$ cat src/sbag_pkg.sv
package sbag_pkg;

  // Request kinds carried on the input tuser bit
  localparam logic ACT_START = 1'b0;
  localparam logic ACT_NEXT  = 1'b1;

  // Width of the configuration register index
  localparam int unsigned CFG_IDX_W = 3;

  typedef enum logic [CFG_IDX_W-1:0] {
    REG_TARGET_WIDTH  = 3'd0,
    REG_TARGET_HEIGHT = 3'd1,
    REG_CLIP_LEFT     = 3'd2,
    REG_CLIP_TOP      = 3'd3,
    REG_CLIP_WIDTH    = 3'd4,
    REG_CLIP_HEIGHT   = 3'd5
  } reg_idx_e;

  // Register reset values
  localparam int unsigned RST_TARGET_WIDTH  = 320;
  localparam int unsigned RST_TARGET_HEIGHT = 240;
  localparam int unsigned RST_CLIP_LEFT     = 0;
  localparam int unsigned RST_CLIP_TOP      = 0;
  localparam int unsigned RST_CLIP_WIDTH    = 320;
  localparam int unsigned RST_CLIP_HEIGHT   = 240;

  typedef enum logic [1:0] {
    ST_IDLE,
    ST_DIV,
    ST_MUL,
    ST_SUM
  } state_e;

  // Controller to datapath
  typedef struct packed {
    logic start;    // latch start request, launch step division
    logic advance;  // emit next pair and advance raster position
    logic mul;      // form clipped-offset products
    logic finish;   // form start positions, load start result
  } cmd_t;

  // Datapath to controller
  typedef struct packed {
    logic div_done;
  } status_t;

endpackage

$ cat src/sbag_div.sv
module sbag_div #(
  parameter int unsigned NUM_W = 27,
  parameter int unsigned DEN_W = 11
) (
  input  logic             clk_i,
  input  logic             rst_ni,
  input  logic             start_i,
  input  logic [NUM_W-1:0] num_i,
  input  logic [DEN_W-1:0] den_i,
  output logic             done_o,
  output logic [NUM_W-1:0] quo_o
);

  localparam int unsigned CNT_W = $clog2(NUM_W);

  logic             busy_q, busy_d;
  logic [CNT_W-1:0] cnt_q, cnt_d;
  logic [NUM_W-1:0] quo_q, quo_d;
  logic [DEN_W-1:0] rem_q, rem_d;
  logic [DEN_W-1:0] den_q, den_d;
  logic [DEN_W:0]   trial;
  logic [DEN_W:0]   diff;
  logic             ge;

  // Restoring division, one quotient bit a cycle; dividend bits shift out
  // of the top of the quotient register as quotient bits shift in.
  assign trial  = {rem_q, quo_q[NUM_W-1]};
  assign diff   = trial - {1'b0, den_q};
  assign ge     = trial >= {1'b0, den_q};
  assign done_o = busy_q && (cnt_q == CNT_W'(NUM_W - 1));
  // Zero divisor gives a zero quotient
  assign quo_o  = (den_q == '0) ? '0 : quo_q;

  always_comb begin
    busy_d = busy_q;
    cnt_d  = cnt_q;
    quo_d  = quo_q;
    rem_d  = rem_q;
    den_d  = den_q;
    if (start_i) begin
      busy_d = 1'b1;
      cnt_d  = '0;
      quo_d  = num_i;
      rem_d  = '0;
      den_d  = den_i;
    end else if (busy_q) begin
      rem_d = ge ? diff[DEN_W-1:0] : trial[DEN_W-1:0];
      quo_d = {quo_q[NUM_W-2:0], ge};
      cnt_d = cnt_q + 1'b1;
      if (done_o) begin
        busy_d = 1'b0;
      end
    end
  end

  always_ff @(posedge clk_i or negedge rst_ni) begin
    if (!rst_ni) begin
      busy_q <= 1'b0;
      cnt_q  <= '0;
    end else begin
      busy_q <= busy_d;
      cnt_q  <= cnt_d;
    end
  end

  always_ff @(posedge clk_i) begin
    quo_q <= quo_d;
    rem_q <= rem_d;
    den_q <= den_d;
  end

endmodule

$ cat src/sbag_ctrl.sv
module sbag_ctrl (
  input  logic              clk_i,
  input  logic              rst_ni,
  input  logic              in_valid_i,
  input  logic              in_action_i,
  input  logic              out_ready_i,
  input  sbag_pkg::status_t status_i,
  output logic              in_ready_o,
  output logic              out_valid_o,
  output sbag_pkg::cmd_t    cmd_o
);

  sbag_pkg::state_e state_q, state_d;
  logic             out_valid_q, out_valid_d;
  logic             accept;

  // Take a request only when idle and the output slot is free or draining
  assign in_ready_o  = (state_q == sbag_pkg::ST_IDLE) && (!out_valid_q || out_ready_i);
  assign accept      = in_valid_i && in_ready_o;
  assign out_valid_o = out_valid_q;

  always_comb begin
    state_d = state_q;
    case (state_q)
      sbag_pkg::ST_IDLE: begin
        if (accept && (in_action_i == sbag_pkg::ACT_START)) begin
          state_d = sbag_pkg::ST_DIV;
        end
      end
      sbag_pkg::ST_DIV: begin
        if (status_i.div_done) begin
          state_d = sbag_pkg::ST_MUL;
        end
      end
      sbag_pkg::ST_MUL: begin
        state_d = sbag_pkg::ST_SUM;
      end
      sbag_pkg::ST_SUM: begin
        state_d = sbag_pkg::ST_IDLE;
      end
      default: begin
        state_d = sbag_pkg::ST_IDLE;
      end
    endcase
  end

  always_comb begin
    cmd_o = '0;
    case (state_q)
      sbag_pkg::ST_IDLE: begin
        cmd_o.start   = accept && (in_action_i == sbag_pkg::ACT_START);
        cmd_o.advance = accept && (in_action_i == sbag_pkg::ACT_NEXT);
      end
      sbag_pkg::ST_MUL: begin
        cmd_o.mul = 1'b1;
      end
      sbag_pkg::ST_SUM: begin
        cmd_o.finish = 1'b1;
      end
      default: begin
        cmd_o = '0;
      end
    endcase
  end

  always_comb begin
    out_valid_d = out_valid_q;
    if (cmd_o.advance || cmd_o.finish) begin
      out_valid_d = 1'b1;
    end else if (out_ready_i) begin
      out_valid_d = 1'b0;
    end
  end

  always_ff @(posedge clk_i or negedge rst_ni) begin
    if (!rst_ni) begin
      state_q     <= sbag_pkg::ST_IDLE;
      out_valid_q <= 1'b0;
    end else begin
      state_q     <= state_d;
      out_valid_q <= out_valid_d;
    end
  end

  // The start result lands in an output slot that is always empty
  a_finish_slot_free: assert property (@(posedge clk_i) disable iff (!rst_ni)
    cmd_o.finish |-> !out_valid_q)
    else $error("start result loaded over a pending result");

  a_start_to_div: assert property (@(posedge clk_i) disable iff (!rst_ni)
    cmd_o.start |=> (state_q == sbag_pkg::ST_DIV))
    else $error("start request did not launch the division");

  a_div_to_mul: assert property (@(posedge clk_i) disable iff (!rst_ni)
    (state_q == sbag_pkg::ST_DIV) && status_i.div_done |=> (state_q == sbag_pkg::ST_MUL))
    else $error("division completion missed");

  a_no_accept_busy: assert property (@(posedge clk_i) disable iff (!rst_ni)
    (state_q != sbag_pkg::ST_IDLE) |-> !(cmd_o.start || cmd_o.advance))
    else $error("request taken while a start is in progress");

endmodule

$ cat src/sbag_dp.sv
module sbag_dp #(
  parameter int unsigned COORD_BITS = 10,
  parameter int unsigned FRAC_BITS  = 16
) (
  input  logic                                clk_i,
  input  logic                                rst_ni,
  input  sbag_pkg::cmd_t                      cmd_i,
  output sbag_pkg::status_t                   status_o,
  input  logic                                cfg_we_i,
  input  logic [sbag_pkg::CFG_IDX_W-1:0]      cfg_index_i,
  input  logic [COORD_BITS:0]                 cfg_data_i,
  input  logic [COORD_BITS-1:0]               from_x_i,
  input  logic [COORD_BITS-1:0]               from_y_i,
  input  logic [COORD_BITS:0]                 from_width_i,
  input  logic [COORD_BITS:0]                 from_height_i,
  input  logic signed [COORD_BITS:0]          to_x_i,
  input  logic signed [COORD_BITS:0]          to_y_i,
  input  logic [COORD_BITS:0]                 to_width_i,
  input  logic [COORD_BITS:0]                 to_height_i,
  output logic                                pair_valid_o,
  output logic [COORD_BITS:0]                 sample_x_o,
  output logic [COORD_BITS:0]                 sample_y_o,
  output logic [COORD_BITS-1:0]               write_x_o,
  output logic [COORD_BITS-1:0]               write_y_o,
  output logic                                inside_clip_o,
  output logic                                final_pair_o
);

  localparam int unsigned W = COORD_BITS + 1;              // wide coordinate
  localparam int unsigned S = COORD_BITS + 1 + FRAC_BITS;  // step
  localparam int unsigned P = COORD_BITS + 2 + FRAC_BITS;  // position
  localparam logic [W-1:0] TGT_MAX = W'(1) << COORD_BITS;

  // Configuration registers
  logic [W-1:0] tgt_w_q, tgt_h_q, clip_l_q, clip_t_q, clip_w_q, clip_h_q;

  always_ff @(posedge clk_i or negedge rst_ni) begin
    if (!rst_ni) begin
      tgt_w_q  <= W'(sbag_pkg::RST_TARGET_WIDTH);
      tgt_h_q  <= W'(sbag_pkg::RST_TARGET_HEIGHT);
      clip_l_q <= W'(sbag_pkg::RST_CLIP_LEFT);
      clip_t_q <= W'(sbag_pkg::RST_CLIP_TOP);
      clip_w_q <= W'(sbag_pkg::RST_CLIP_WIDTH);
      clip_h_q <= W'(sbag_pkg::RST_CLIP_HEIGHT);
    end else if (cfg_we_i) begin
      case (sbag_pkg::reg_idx_e'(cfg_index_i))
        sbag_pkg::REG_TARGET_WIDTH:  tgt_w_q  <= cfg_data_i;
        sbag_pkg::REG_TARGET_HEIGHT: tgt_h_q  <= cfg_data_i;
        sbag_pkg::REG_CLIP_LEFT:     clip_l_q <= cfg_data_i;
        sbag_pkg::REG_CLIP_TOP:      clip_t_q <= cfg_data_i;
        sbag_pkg::REG_CLIP_WIDTH:    clip_w_q <= cfg_data_i;
        sbag_pkg::REG_CLIP_HEIGHT:   clip_h_q <= cfg_data_i;
        default: begin
        end
      endcase
    end
  end

  // Clip both destination axes against the capped target size
  logic [W-1:0]          tgt_w_cap, tgt_h_cap;
  logic signed [W+1:0]   hi_x, hi_y, hic_x, hic_y, lo_x, lo_y;
  logic [W-1:0]          skx, sky;
  logic                  empty;

  assign tgt_w_cap = (tgt_w_q > TGT_MAX) ? TGT_MAX : tgt_w_q;
  assign tgt_h_cap = (tgt_h_q > TGT_MAX) ? TGT_MAX : tgt_h_q;

  always_comb begin
    hi_x  = $signed({{2{to_x_i[W-1]}}, to_x_i}) + $signed({2'b00, to_width_i});
    hi_y  = $signed({{2{to_y_i[W-1]}}, to_y_i}) + $signed({2'b00, to_height_i});
    hic_x = (hi_x > $signed({2'b00, tgt_w_cap})) ? $signed({2'b00, tgt_w_cap}) : hi_x;
    hic_y = (hi_y > $signed({2'b00, tgt_h_cap})) ? $signed({2'b00, tgt_h_cap}) : hi_y;
    lo_x  = to_x_i[W-1] ? '0 : $signed({2'b00, to_x_i});
    lo_y  = to_y_i[W-1] ? '0 : $signed({2'b00, to_y_i});
    // Negate the origin to count the skipped columns and rows
    skx   = to_x_i[W-1] ? (~to_x_i + 1'b1) : '0;
    sky   = to_y_i[W-1] ? (~to_y_i + 1'b1) : '0;
    empty = (to_width_i == '0) || (to_height_i == '0) || (hic_x <= lo_x) || (hic_y <= lo_y);
  end

  // Latched start request
  logic [COORD_BITS-1:0] fx_q, fy_q;
  logic [W-1:0]          x0_q, x1_q, y0_q, y1_q, skx_q, sky_q;
  logic                  empty_q;

  always_ff @(posedge clk_i) begin
    if (cmd_i.start) begin
      fx_q    <= from_x_i;
      fy_q    <= from_y_i;
      x0_q    <= lo_x[W-1:0];
      x1_q    <= hic_x[W-1:0];
      y0_q    <= lo_y[W-1:0];
      y1_q    <= hic_y[W-1:0];
      skx_q   <= skx;
      sky_q   <= sky;
      empty_q <= empty;
    end
  end

  // Step sizes: source size over destination size
  logic [S-1:0] step_x, step_y;
  logic         done_y;

  sbag_div #(
    .NUM_W (S),
    .DEN_W (W)
  ) u_div_x (
    .clk_i   (clk_i),
    .rst_ni  (rst_ni),
    .start_i (cmd_i.start),
    .num_i   ({from_width_i, {FRAC_BITS{1'b0}}}),
    .den_i   (to_width_i),
    .done_o  (status_o.div_done),
    .quo_o   (step_x)
  );

  sbag_div #(
    .NUM_W (S),
    .DEN_W (W)
  ) u_div_y (
    .clk_i   (clk_i),
    .rst_ni  (rst_ni),
    .start_i (cmd_i.start),
    .num_i   ({from_height_i, {FRAC_BITS{1'b0}}}),
    .den_i   (to_height_i),
    .done_o  (done_y),
    .quo_o   (step_y)
  );

  // Offset of the first visible pixel in source space
  logic [W+S-1:0] mul_x, mul_y;
  logic [P-1:0]   prod_x_q, prod_y_q;

  assign mul_x = skx_q * step_x;
  assign mul_y = sky_q * step_y;

  always_ff @(posedge clk_i) begin
    if (cmd_i.mul) begin
      prod_x_q <= mul_x[P-1:0];
      prod_y_q <= mul_y[P-1:0];
    end
  end

  // Raster walk state
  logic         active_q, active_d;
  logic [W-1:0] col_q, col_d, row_q, row_d;
  logic [W-1:0] col_begin_q, col_begin_d, col_end_q, col_end_d, row_end_q, row_end_d;
  logic [P-1:0] pos_x_q, pos_x_d, pos_y_q, pos_y_d, pos_xb_q, pos_xb_d;
  logic [W-1:0] col_inc, row_inc;
  logic [W:0]   clip_r, clip_b;
  logic         in_clip;

  logic               pair_valid_q, pair_valid_d;
  logic [W-1:0]       sample_x_q, sample_x_d, sample_y_q, sample_y_d;
  logic [W-2:0]       write_x_q, write_x_d, write_y_q, write_y_d;
  logic               inside_q, inside_d, final_q, final_d;

  assign col_inc = col_q + 1'b1;
  assign row_inc = row_q + 1'b1;
  assign clip_r  = {1'b0, clip_l_q} + {1'b0, clip_w_q};
  assign clip_b  = {1'b0, clip_t_q} + {1'b0, clip_h_q};
  assign in_clip = ({1'b0, col_q} >= {1'b0, clip_l_q}) && ({1'b0, col_q} < clip_r) &&
                   ({1'b0, row_q} >= {1'b0, clip_t_q}) && ({1'b0, row_q} < clip_b);

  always_comb begin
    active_d     = active_q;
    col_d        = col_q;
    row_d        = row_q;
    col_begin_d  = col_begin_q;
    col_end_d    = col_end_q;
    row_end_d    = row_end_q;
    pos_x_d      = pos_x_q;
    pos_y_d      = pos_y_q;
    pos_xb_d     = pos_xb_q;
    pair_valid_d = pair_valid_q;
    sample_x_d   = sample_x_q;
    sample_y_d   = sample_y_q;
    write_x_d    = write_x_q;
    write_y_d    = write_y_q;
    inside_d     = inside_q;
    final_d      = final_q;
    if (cmd_i.finish) begin
      // Start position at the center of the first visible pixel
      pos_xb_d     = P'({fx_q, {FRAC_BITS{1'b0}}}) + prod_x_q + P'(step_x[S-1:1]);
      pos_x_d      = pos_xb_d;
      pos_y_d      = P'({fy_q, {FRAC_BITS{1'b0}}}) + prod_y_q + P'(step_y[S-1:1]);
      col_d        = x0_q;
      col_begin_d  = x0_q;
      col_end_d    = x1_q;
      row_d        = y0_q;
      row_end_d    = y1_q;
      active_d     = !empty_q;
      pair_valid_d = 1'b0;
      sample_x_d   = '0;
      sample_y_d   = '0;
      write_x_d    = '0;
      write_y_d    = '0;
      inside_d     = 1'b0;
      final_d      = empty_q;
    end else if (cmd_i.advance) begin
      pair_valid_d = active_q;
      sample_x_d   = active_q ? pos_x_q[FRAC_BITS +: W] : '0;
      sample_y_d   = active_q ? pos_y_q[FRAC_BITS +: W] : '0;
      write_x_d    = active_q ? col_q[W-2:0] : '0;
      write_y_d    = active_q ? row_q[W-2:0] : '0;
      inside_d     = active_q && in_clip;
      final_d      = active_q && (col_inc >= col_end_q) && (row_inc >= row_end_q);
      if (active_q) begin
        col_d   = col_inc;
        pos_x_d = pos_x_q + P'(step_x);
        // Wrap to the start of the next row
        if (col_inc >= col_end_q) begin
          col_d   = col_begin_q;
          pos_x_d = pos_xb_q;
          row_d   = row_inc;
          pos_y_d = pos_y_q + P'(step_y);
          if (row_inc >= row_end_q) begin
            active_d = 1'b0;
          end
        end
      end
    end
  end

  always_ff @(posedge clk_i or negedge rst_ni) begin
    if (!rst_ni) begin
      active_q <= 1'b0;
    end else begin
      active_q <= active_d;
    end
  end

  always_ff @(posedge clk_i) begin
    col_q        <= col_d;
    row_q        <= row_d;
    col_begin_q  <= col_begin_d;
    col_end_q    <= col_end_d;
    row_end_q    <= row_end_d;
    pos_x_q      <= pos_x_d;
    pos_y_q      <= pos_y_d;
    pos_xb_q     <= pos_xb_d;
    pair_valid_q <= pair_valid_d;
    sample_x_q   <= sample_x_d;
    sample_y_q   <= sample_y_d;
    write_x_q    <= write_x_d;
    write_y_q    <= write_y_d;
    inside_q     <= inside_d;
    final_q      <= final_d;
  end

  assign pair_valid_o  = pair_valid_q;
  assign sample_x_o    = sample_x_q;
  assign sample_y_o    = sample_y_q;
  assign write_x_o     = write_x_q;
  assign write_y_o     = write_y_q;
  assign inside_clip_o = inside_q;
  assign final_pair_o  = final_q;

  // Both dividers run the same number of iterations
  a_div_lockstep: assert property (@(posedge clk_i) disable iff (!rst_ni)
    status_o.div_done == done_y)
    else $error("step dividers out of step");

  a_advance_inactive_zero: assert property (@(posedge clk_i) disable iff (!rst_ni)
    cmd_i.advance && !active_q |=> !pair_valid_q && !final_q)
    else $error("idle next request produced a pair");

  a_walk_in_range: assert property (@(posedge clk_i) disable iff (!rst_ni)
    active_q && !$past(cmd_i.finish) |-> (col_q < col_end_q) && (row_q < row_end_q))
    else $error("raster position ran past the clipped range");

endmodule

$ cat src/scaled_blit_address_generator.sv
// Channel   Direction  Handshake                      Payload
// s_axis    in         s_axis_tvalid/s_axis_tready    tdata: start rectangles, tuser: action
// m_axis    out        m_axis_tvalid/m_axis_tready    tdata: coordinates, tuser/tlast: flags
// cfg       in         cfg_valid_i/cfg_ready_o        cfg_index_i, cfg_data_i
//
// A next request is answered in the cycle after acceptance; requests follow
// each other every cycle as long as the output register drains. A start
// request runs the two step divisions in parallel, one quotient bit a
// cycle; its result then passes through a multiply state and an add state
// before it is registered. Reset restores the register defaults and leaves
// the block idle; no clearing pass. A stalled output holds its result, and
// s_axis_tready drops until the held result is taken.
module scaled_blit_address_generator #(
  parameter int unsigned COORD_BITS = 10,
  parameter int unsigned FRAC_BITS  = 16
) (
  input  logic                                   clk_i,
  input  logic                                   rst_ni,
  input  logic                                   s_axis_tvalid,
  output logic                                   s_axis_tready,
  // from_x, from_y, from_width, from_height, to_x, to_y, to_width, to_height
  input  logic [((8*COORD_BITS+6+7)/8)*8-1:0]    s_axis_tdata,
  // action
  input  logic                                   s_axis_tuser,
  output logic                                   m_axis_tvalid,
  input  logic                                   m_axis_tready,
  // sample_x, sample_y, write_x, write_y
  output logic [((4*COORD_BITS+2+7)/8)*8-1:0]    m_axis_tdata,
  // pair_valid, inside_clip
  output logic [1:0]                             m_axis_tuser,
  output logic                                   m_axis_tlast,
  input  logic                                   cfg_valid_i,
  output logic                                   cfg_ready_o,
  input  logic [sbag_pkg::CFG_IDX_W-1:0]         cfg_index_i,
  input  logic [COORD_BITS:0]                    cfg_data_i
);

  localparam int unsigned C      = COORD_BITS;
  localparam int unsigned W      = COORD_BITS + 1;
  localparam int unsigned OUT_TW = ((4*COORD_BITS+2+7)/8)*8;

  // Unpack the start request, lowest field first
  logic [C-1:0]        from_x, from_y;
  logic [W-1:0]        from_width, from_height, to_width, to_height;
  logic signed [W-1:0] to_x, to_y;

  assign from_x      = s_axis_tdata[0 +: C];
  assign from_y      = s_axis_tdata[C +: C];
  assign from_width  = s_axis_tdata[2*C +: W];
  assign from_height = s_axis_tdata[2*C+W +: W];
  assign to_x        = s_axis_tdata[2*C+2*W +: W];
  assign to_y        = s_axis_tdata[2*C+3*W +: W];
  assign to_width    = s_axis_tdata[2*C+4*W +: W];
  assign to_height   = s_axis_tdata[2*C+5*W +: W];

  // Register writes are taken at any time
  assign cfg_ready_o = 1'b1;

  sbag_pkg::cmd_t    cmd;
  sbag_pkg::status_t status;

  logic         pair_valid, inside_clip, final_pair;
  logic [W-1:0] sample_x, sample_y;
  logic [C-1:0] write_x, write_y;

  sbag_ctrl u_ctrl (
    .clk_i       (clk_i),
    .rst_ni      (rst_ni),
    .in_valid_i  (s_axis_tvalid),
    .in_action_i (s_axis_tuser),
    .out_ready_i (m_axis_tready),
    .status_i    (status),
    .in_ready_o  (s_axis_tready),
    .out_valid_o (m_axis_tvalid),
    .cmd_o       (cmd)
  );

  sbag_dp #(
    .COORD_BITS (COORD_BITS),
    .FRAC_BITS  (FRAC_BITS)
  ) u_dp (
    .clk_i         (clk_i),
    .rst_ni        (rst_ni),
    .cmd_i         (cmd),
    .status_o      (status),
    .cfg_we_i      (cfg_valid_i && cfg_ready_o),
    .cfg_index_i   (cfg_index_i),
    .cfg_data_i    (cfg_data_i),
    .from_x_i      (from_x),
    .from_y_i      (from_y),
    .from_width_i  (from_width),
    .from_height_i (from_height),
    .to_x_i        (to_x),
    .to_y_i        (to_y),
    .to_width_i    (to_width),
    .to_height_i   (to_height),
    .pair_valid_o  (pair_valid),
    .sample_x_o    (sample_x),
    .sample_y_o    (sample_y),
    .write_x_o     (write_x),
    .write_y_o     (write_y),
    .inside_clip_o (inside_clip),
    .final_pair_o  (final_pair)
  );

  // Pack the result, zero-filled to whole bytes
  assign m_axis_tdata = OUT_TW'({write_y, write_x, sample_y, sample_x});
  assign m_axis_tuser = {inside_clip, pair_valid};
  assign m_axis_tlast = final_pair;

endmodule
$ cat config.mk
export PLATFORM = sky130hd
export DESIGN_NAME = scaled_blit_address_generator
export DESIGN_NICKNAME = d
export VERILOG_FILES = /design/src/sbag_pkg.sv /design/src/sbag_div.sv /design/src/sbag_ctrl.sv /design/src/sbag_dp.sv /design/src/scaled_blit_address_generator.sv
export SDC_FILE = /design/constraint.sdc
export NUM_CORES = 2
export LEC_CHECK = 0
export CAP_MARGIN = 10
export CORE_MARGIN = 1.5
export CORE_UTILIZATION = 45
export DETAILED_ROUTE_END_ITERATION = 8
export DONT_BUFFER_PORTS = 1
export HOLD_SLACK_MARGIN = 0.06
export RECOVER_POWER = 25
export SYNTH_ARGS = -nofsm -noshare
export SYNTH_HDL_FRONTEND = slang
export SYNTH_SLANG_ARGS = --single-unit
$ cat constraint.sdc
create_clock -name clk_i -period 6.5 [get_ports clk_i]
set_input_delay 0.65 -clock clk_i [delete_from_list [all_inputs] [get_ports clk_i]]
set_output_delay 0.65 -clock clk_i [all_outputs]
set_load 0.03 [all_outputs]
==> results.md <==
Finish:
- At the end of the flow, the number of nets in the layout was 5557.
- Counting the fill cells in the layout gives 9089.
- The top cell types in the final layout, fill and taps aside, are sky130_fd_sc_hd__inv_1 (549), sky130_fd_sc_hd__nand2_1 (525), sky130_fd_sc_hd__ha_1 (403).
- The library cell used most frequently in the layout, excluding fill and tap cells, is sky130_fd_sc_hd__inv_1.
- The post-route netlist has 9.818% of its cells at a drive strength greater than 1.
- The post-synthesis to final-layout area growth is 11.72%.
- The post-layout utilization of the core is 50.64%.

GRT:
- Global routing finished with a remaining overflow of 0.
- The global-route usage over all layers is 22.52%.
- The via count of the first global-routing pass is 32413.
- The first-pass GRT wire length is 179100 um.
- The number of antenna violations at the first check in global routing is 4.
- The pin count of the biggest net entering global routing is 205.

Route:
- The detailed-route wire length per cell is 18.78 um.
- The number of violations reported at the end of detailed-routing iteration 0 is 2044.
- The first TritonRoute pass finished after 5 iterations.
- The final layout contains routed wiring with a total length of 112800 um.
- The remaining antenna violation count is 0.
- The via count is 32303.
- The via count normalized by instance count is 5.379.
- The remaining design rule violation count is 0.

Synth:
- For this run, the number of Yosys warnings is 0.
- The sequential-to-total area share from yosys stat is 30.60%.
- In this run, synthesis inferred 319 flip-flops with an integrated enable.
- After synthesis, the cell types taking the most area are sky130_fd_sc_hd__edfxtp_1 (22%), sky130_fd_sc_hd__fa_1 (17%), sky130_fd_sc_hd__ha_1 (11%).
- The register bit count reported by yosys is 499.
- The instance count of the mapped netlist is 4566.
- The mapped netlist covers 44480 um^2.
- The most instantiated flip-flop cell in the synthesis netlist is sky130_fd_sc_hd__edfxtp_1.
- The proportion of register bits with asynchronous set or reset after synthesis is 16.43%.
- The share of synthesized area in the top cell type comes to 21.54%.
- The biggest area consumer among synthesized cells is sky130_fd_sc_hd__edfxtp_1.
- The mean instance size in the synthesized netlist is 9.741 um^2.
- In this run, distinct cell masters in the synthesized netlist total 86.

Floorplanning:
- The height of the chip is 317.4 um.
- The horizontal die dimension is 317.4 um.
- The total die area is 100700 um^2.
- 162 I/O pins were placed.
- The core area is 98130 um^2.
- For this configuration, the core starts out at a cell density of 45.32%.
- The row count is 115.

Timing:
- Derived from the worst setup path, the maximum achievable clock frequency is 0.1577 GHz.
- The worst path uses 97.58% of the clock period.
- The worst pin sits at a relative slew slack of -215.6%.
- The worst clock skew on the final layout is 0.04948 ns.
- The number of failing hold endpoints at the final stage is 0.
- At the pin with the least slew margin, the transition time is 4.733 ns.
- The number of max-slew violations in the final report came to 83.
- The final number of setup-violating endpoints is 0.
- The final critical path time including I/O delays and setup is 6.343 ns.

Clock tree:
- The number of buffers created by CTS is 61.
- The number of buffers between clock root and the deepest sink is 3.
- The clock latency on the worst-skew pair is 0.68 ns.
- The TritonCTS clock tree is built.
- Clock-pin slew was measured on the worst setup and hold paths at 0.06 ns.
- The maximum level of the CTS H-tree is 2.
- The clock sink count is 499.
- CTS placed an instance of sky130_fd_sc_hd__clkbuf_16 at the clock tree root.

Run:
- Across the run, the number of max-cap violations was 1.

Placement:
- The detailed-placement wirelength estimate is 86180 um.
- Input and output buffers added on the ports amount to 0.
- At the end of routability-driven placement, the weighted congestion stood at 0.8846.

Min path:
- The min-delay analysis places its worst path in the category in -> reg.
- Along the worst hold path, the cell count comes to 2.

Outcome:
- The final reports fail on max-capacitance violations, max-slew violations.
- The run finished, with violations left.

Critical path:
- By startpoint and endpoint, the worst setup path is classified as reg -> reg.
- The logic depth of the worst register-to-register path is 25.
- The worst-path maximum fanout is 17.
- The type of element launching the critical path is a register.
- The worst setup path is captured at a register.
- For the worst setup path, the data arrival time is 6.70 ns.
- STA puts the critical path data required time at 6.86 ns.
what timing repair did:
item	4_1_cts	5_1_grt
pin swaps	0	28
buffers inserted	0	8
hold buffers	53	0
resized for setup	1	81
endpoints found under the setup margin	1	16
endpoints found under the hold margin	135	0
gates cloned	0	3
area by class of cell:
| class | instances | area [um^2] | area share (%) |
|---|---|---|---|
| well taps | 1287 | 1610 | 3.241 |
| repair buffers | 229 | 1957 | 3.938 |
| diodes | 2 | 5.005 | 0.01007 |
| clock inverters | 27 | 201.4 | 0.4054 |
| flip-flops and latches | 499 | 13610 | 27.39 |
| clock buffers | 89 | 1853 | 3.729 |
| multi-input cells | 3319 | 28370 | 57.09 |
| inverters | 553 | 2083 | 4.192 |
per-stage QoR:
step | std cells | TNS (ns) | instance area (um^2) | setup WS (ns) | hold WS (ns)
floorplan | 4571 | 0 | 44500 | 0.1076 | 0.3544
global placement | 5823 | -0.04465 | 46690 | -0.04465 | 0.3571
detailed placement | 5823 | -0.03377 | 46690 | -0.03377 | 0.3570
CTS | 5992 | 0 | 49300 | 0.01769 | 0.06005
global route | 6004 | -0.1753 | 49690 | -0.06390 | 0.08737
finish | 6005 | 0 | 49690 | 0.1575 | 0.1064
routing by layer:
layer	GRT usage (%)	share of wire [%]	routed length (um)	up-vias
met4	6.581	2.8	3129	4
met3	3.647	4.9	5526	155
met2	35.53	45	50430	642
met1	31.90	48	53660	15741
li1	-	-	-	15761
met5	0	0.020	23	-
Yosys cell counts (all sizes together), types with 12 or more instances:
cell type	number
a2111oi	12
a211oi	46
a21o	97
a21oi	192
a22o	42
a31o	12
a31oi	23
and2	74
and3	222
buf	26
clkbuf	174
dfrtp	70
dfstp	12
dfxtp	98
edfxtp	319
fa	378
ha	408
inv	552
mux2	70
mux2i	66
nand2	526
nand2b	55
nand3	78
nand4	28
nor2	205
nor2b	55
nor3	43
nor4	20
o211ai	14
o21a	43
o21ai	188
o21bai	33
or3	21
xnor2	162
xor2	80
sequential cells by signal (all words and copies together), names as in the netlist, 27 cells and up:
register and flops:
u_dp.pos_x_q 27, u_dp.pos_xb_q 27, u_dp.pos_y_q 27, u_dp.prod_x_q 27
u_dp.prod_y_q 27, u_dp.u_div_x.quo_q 27, u_dp.u_div_y.quo_q 27
worst max-delay path: stages (launching register included):
cell                        delay, ns
sky130_fd_sc_hd__edfxtp_1        0.39
sky130_fd_sc_hd__nor4_1          0.31
sky130_fd_sc_hd__buf_4           0.18
sky130_fd_sc_hd__nand3_4         0.10
sky130_fd_sc_hd__buf_12          0.16
sky130_fd_sc_hd__clkbuf_16       0.17
sky130_fd_sc_hd__buf_6           0.15
sky130_fd_sc_hd__and3_1          0.20
sky130_fd_sc_hd__fa_1            0.57
sky130_fd_sc_hd__fa_1            0.44
sky130_fd_sc_hd__fa_1            0.46
sky130_fd_sc_hd__fa_1            0.49
sky130_fd_sc_hd__inv_1           0.05
sky130_fd_sc_hd__fa_1            0.50
sky130_fd_sc_hd__inv_1           0.05
sky130_fd_sc_hd__ha_1            0.28
sky130_fd_sc_hd__buf_4           0.15
sky130_fd_sc_hd__a21oi_2         0.12
sky130_fd_sc_hd__nor2b_2         0.07
sky130_fd_sc_hd__nor4_2          0.27
sky130_fd_sc_hd__a31oi_2         0.15
sky130_fd_sc_hd__nand4_1         0.11
sky130_fd_sc_hd__nand4_1         0.13
sky130_fd_sc_hd__a31o_2          0.29
sky130_fd_sc_hd__a21oi_2         0.14
sky130_fd_sc_hd__xnor2_1         0.09
worst paths after layout:
path	to	slack (ns)	startpoint
min in group asynchronous	u_dp.clip_w_q[2]	2.21	rst_ni
hold reg to reg	u_dp.row_end_q[10]	0.41	u_dp.y1_q[10]
max in group asynchronous	u_dp.u_div_y.busy_q	1.24	rst_ni
setup / recovery	u_dp.prod_y_q[26]	0.16	u_dp.u_div_y.den_q[6]
hold / removal	u_dp.clip_l_q[9]	0.11	cfg_data_i[9]
setup reg to reg	u_dp.prod_y_q[26]	0.16	u_dp.u_div_y.den_q[6]
kinds of logic (layout without fill, tap and decap cells):
family	count (synthesis)	count (layout)	synth area share [%]
compound gates	786	786	11.58
xor+xnor	242	242	4.765
fa+ha+maj	786	786	28.49
buf+inv	753	898	6.453
flops	499	499	30.60
mux	136	136	3.258
other cells	2	9	0.01688
simple gates	1362	1362	14.84
Power is not shown: default switching activity piles up to over one toggle a cycle in this logic, so the estimate is an artifact.
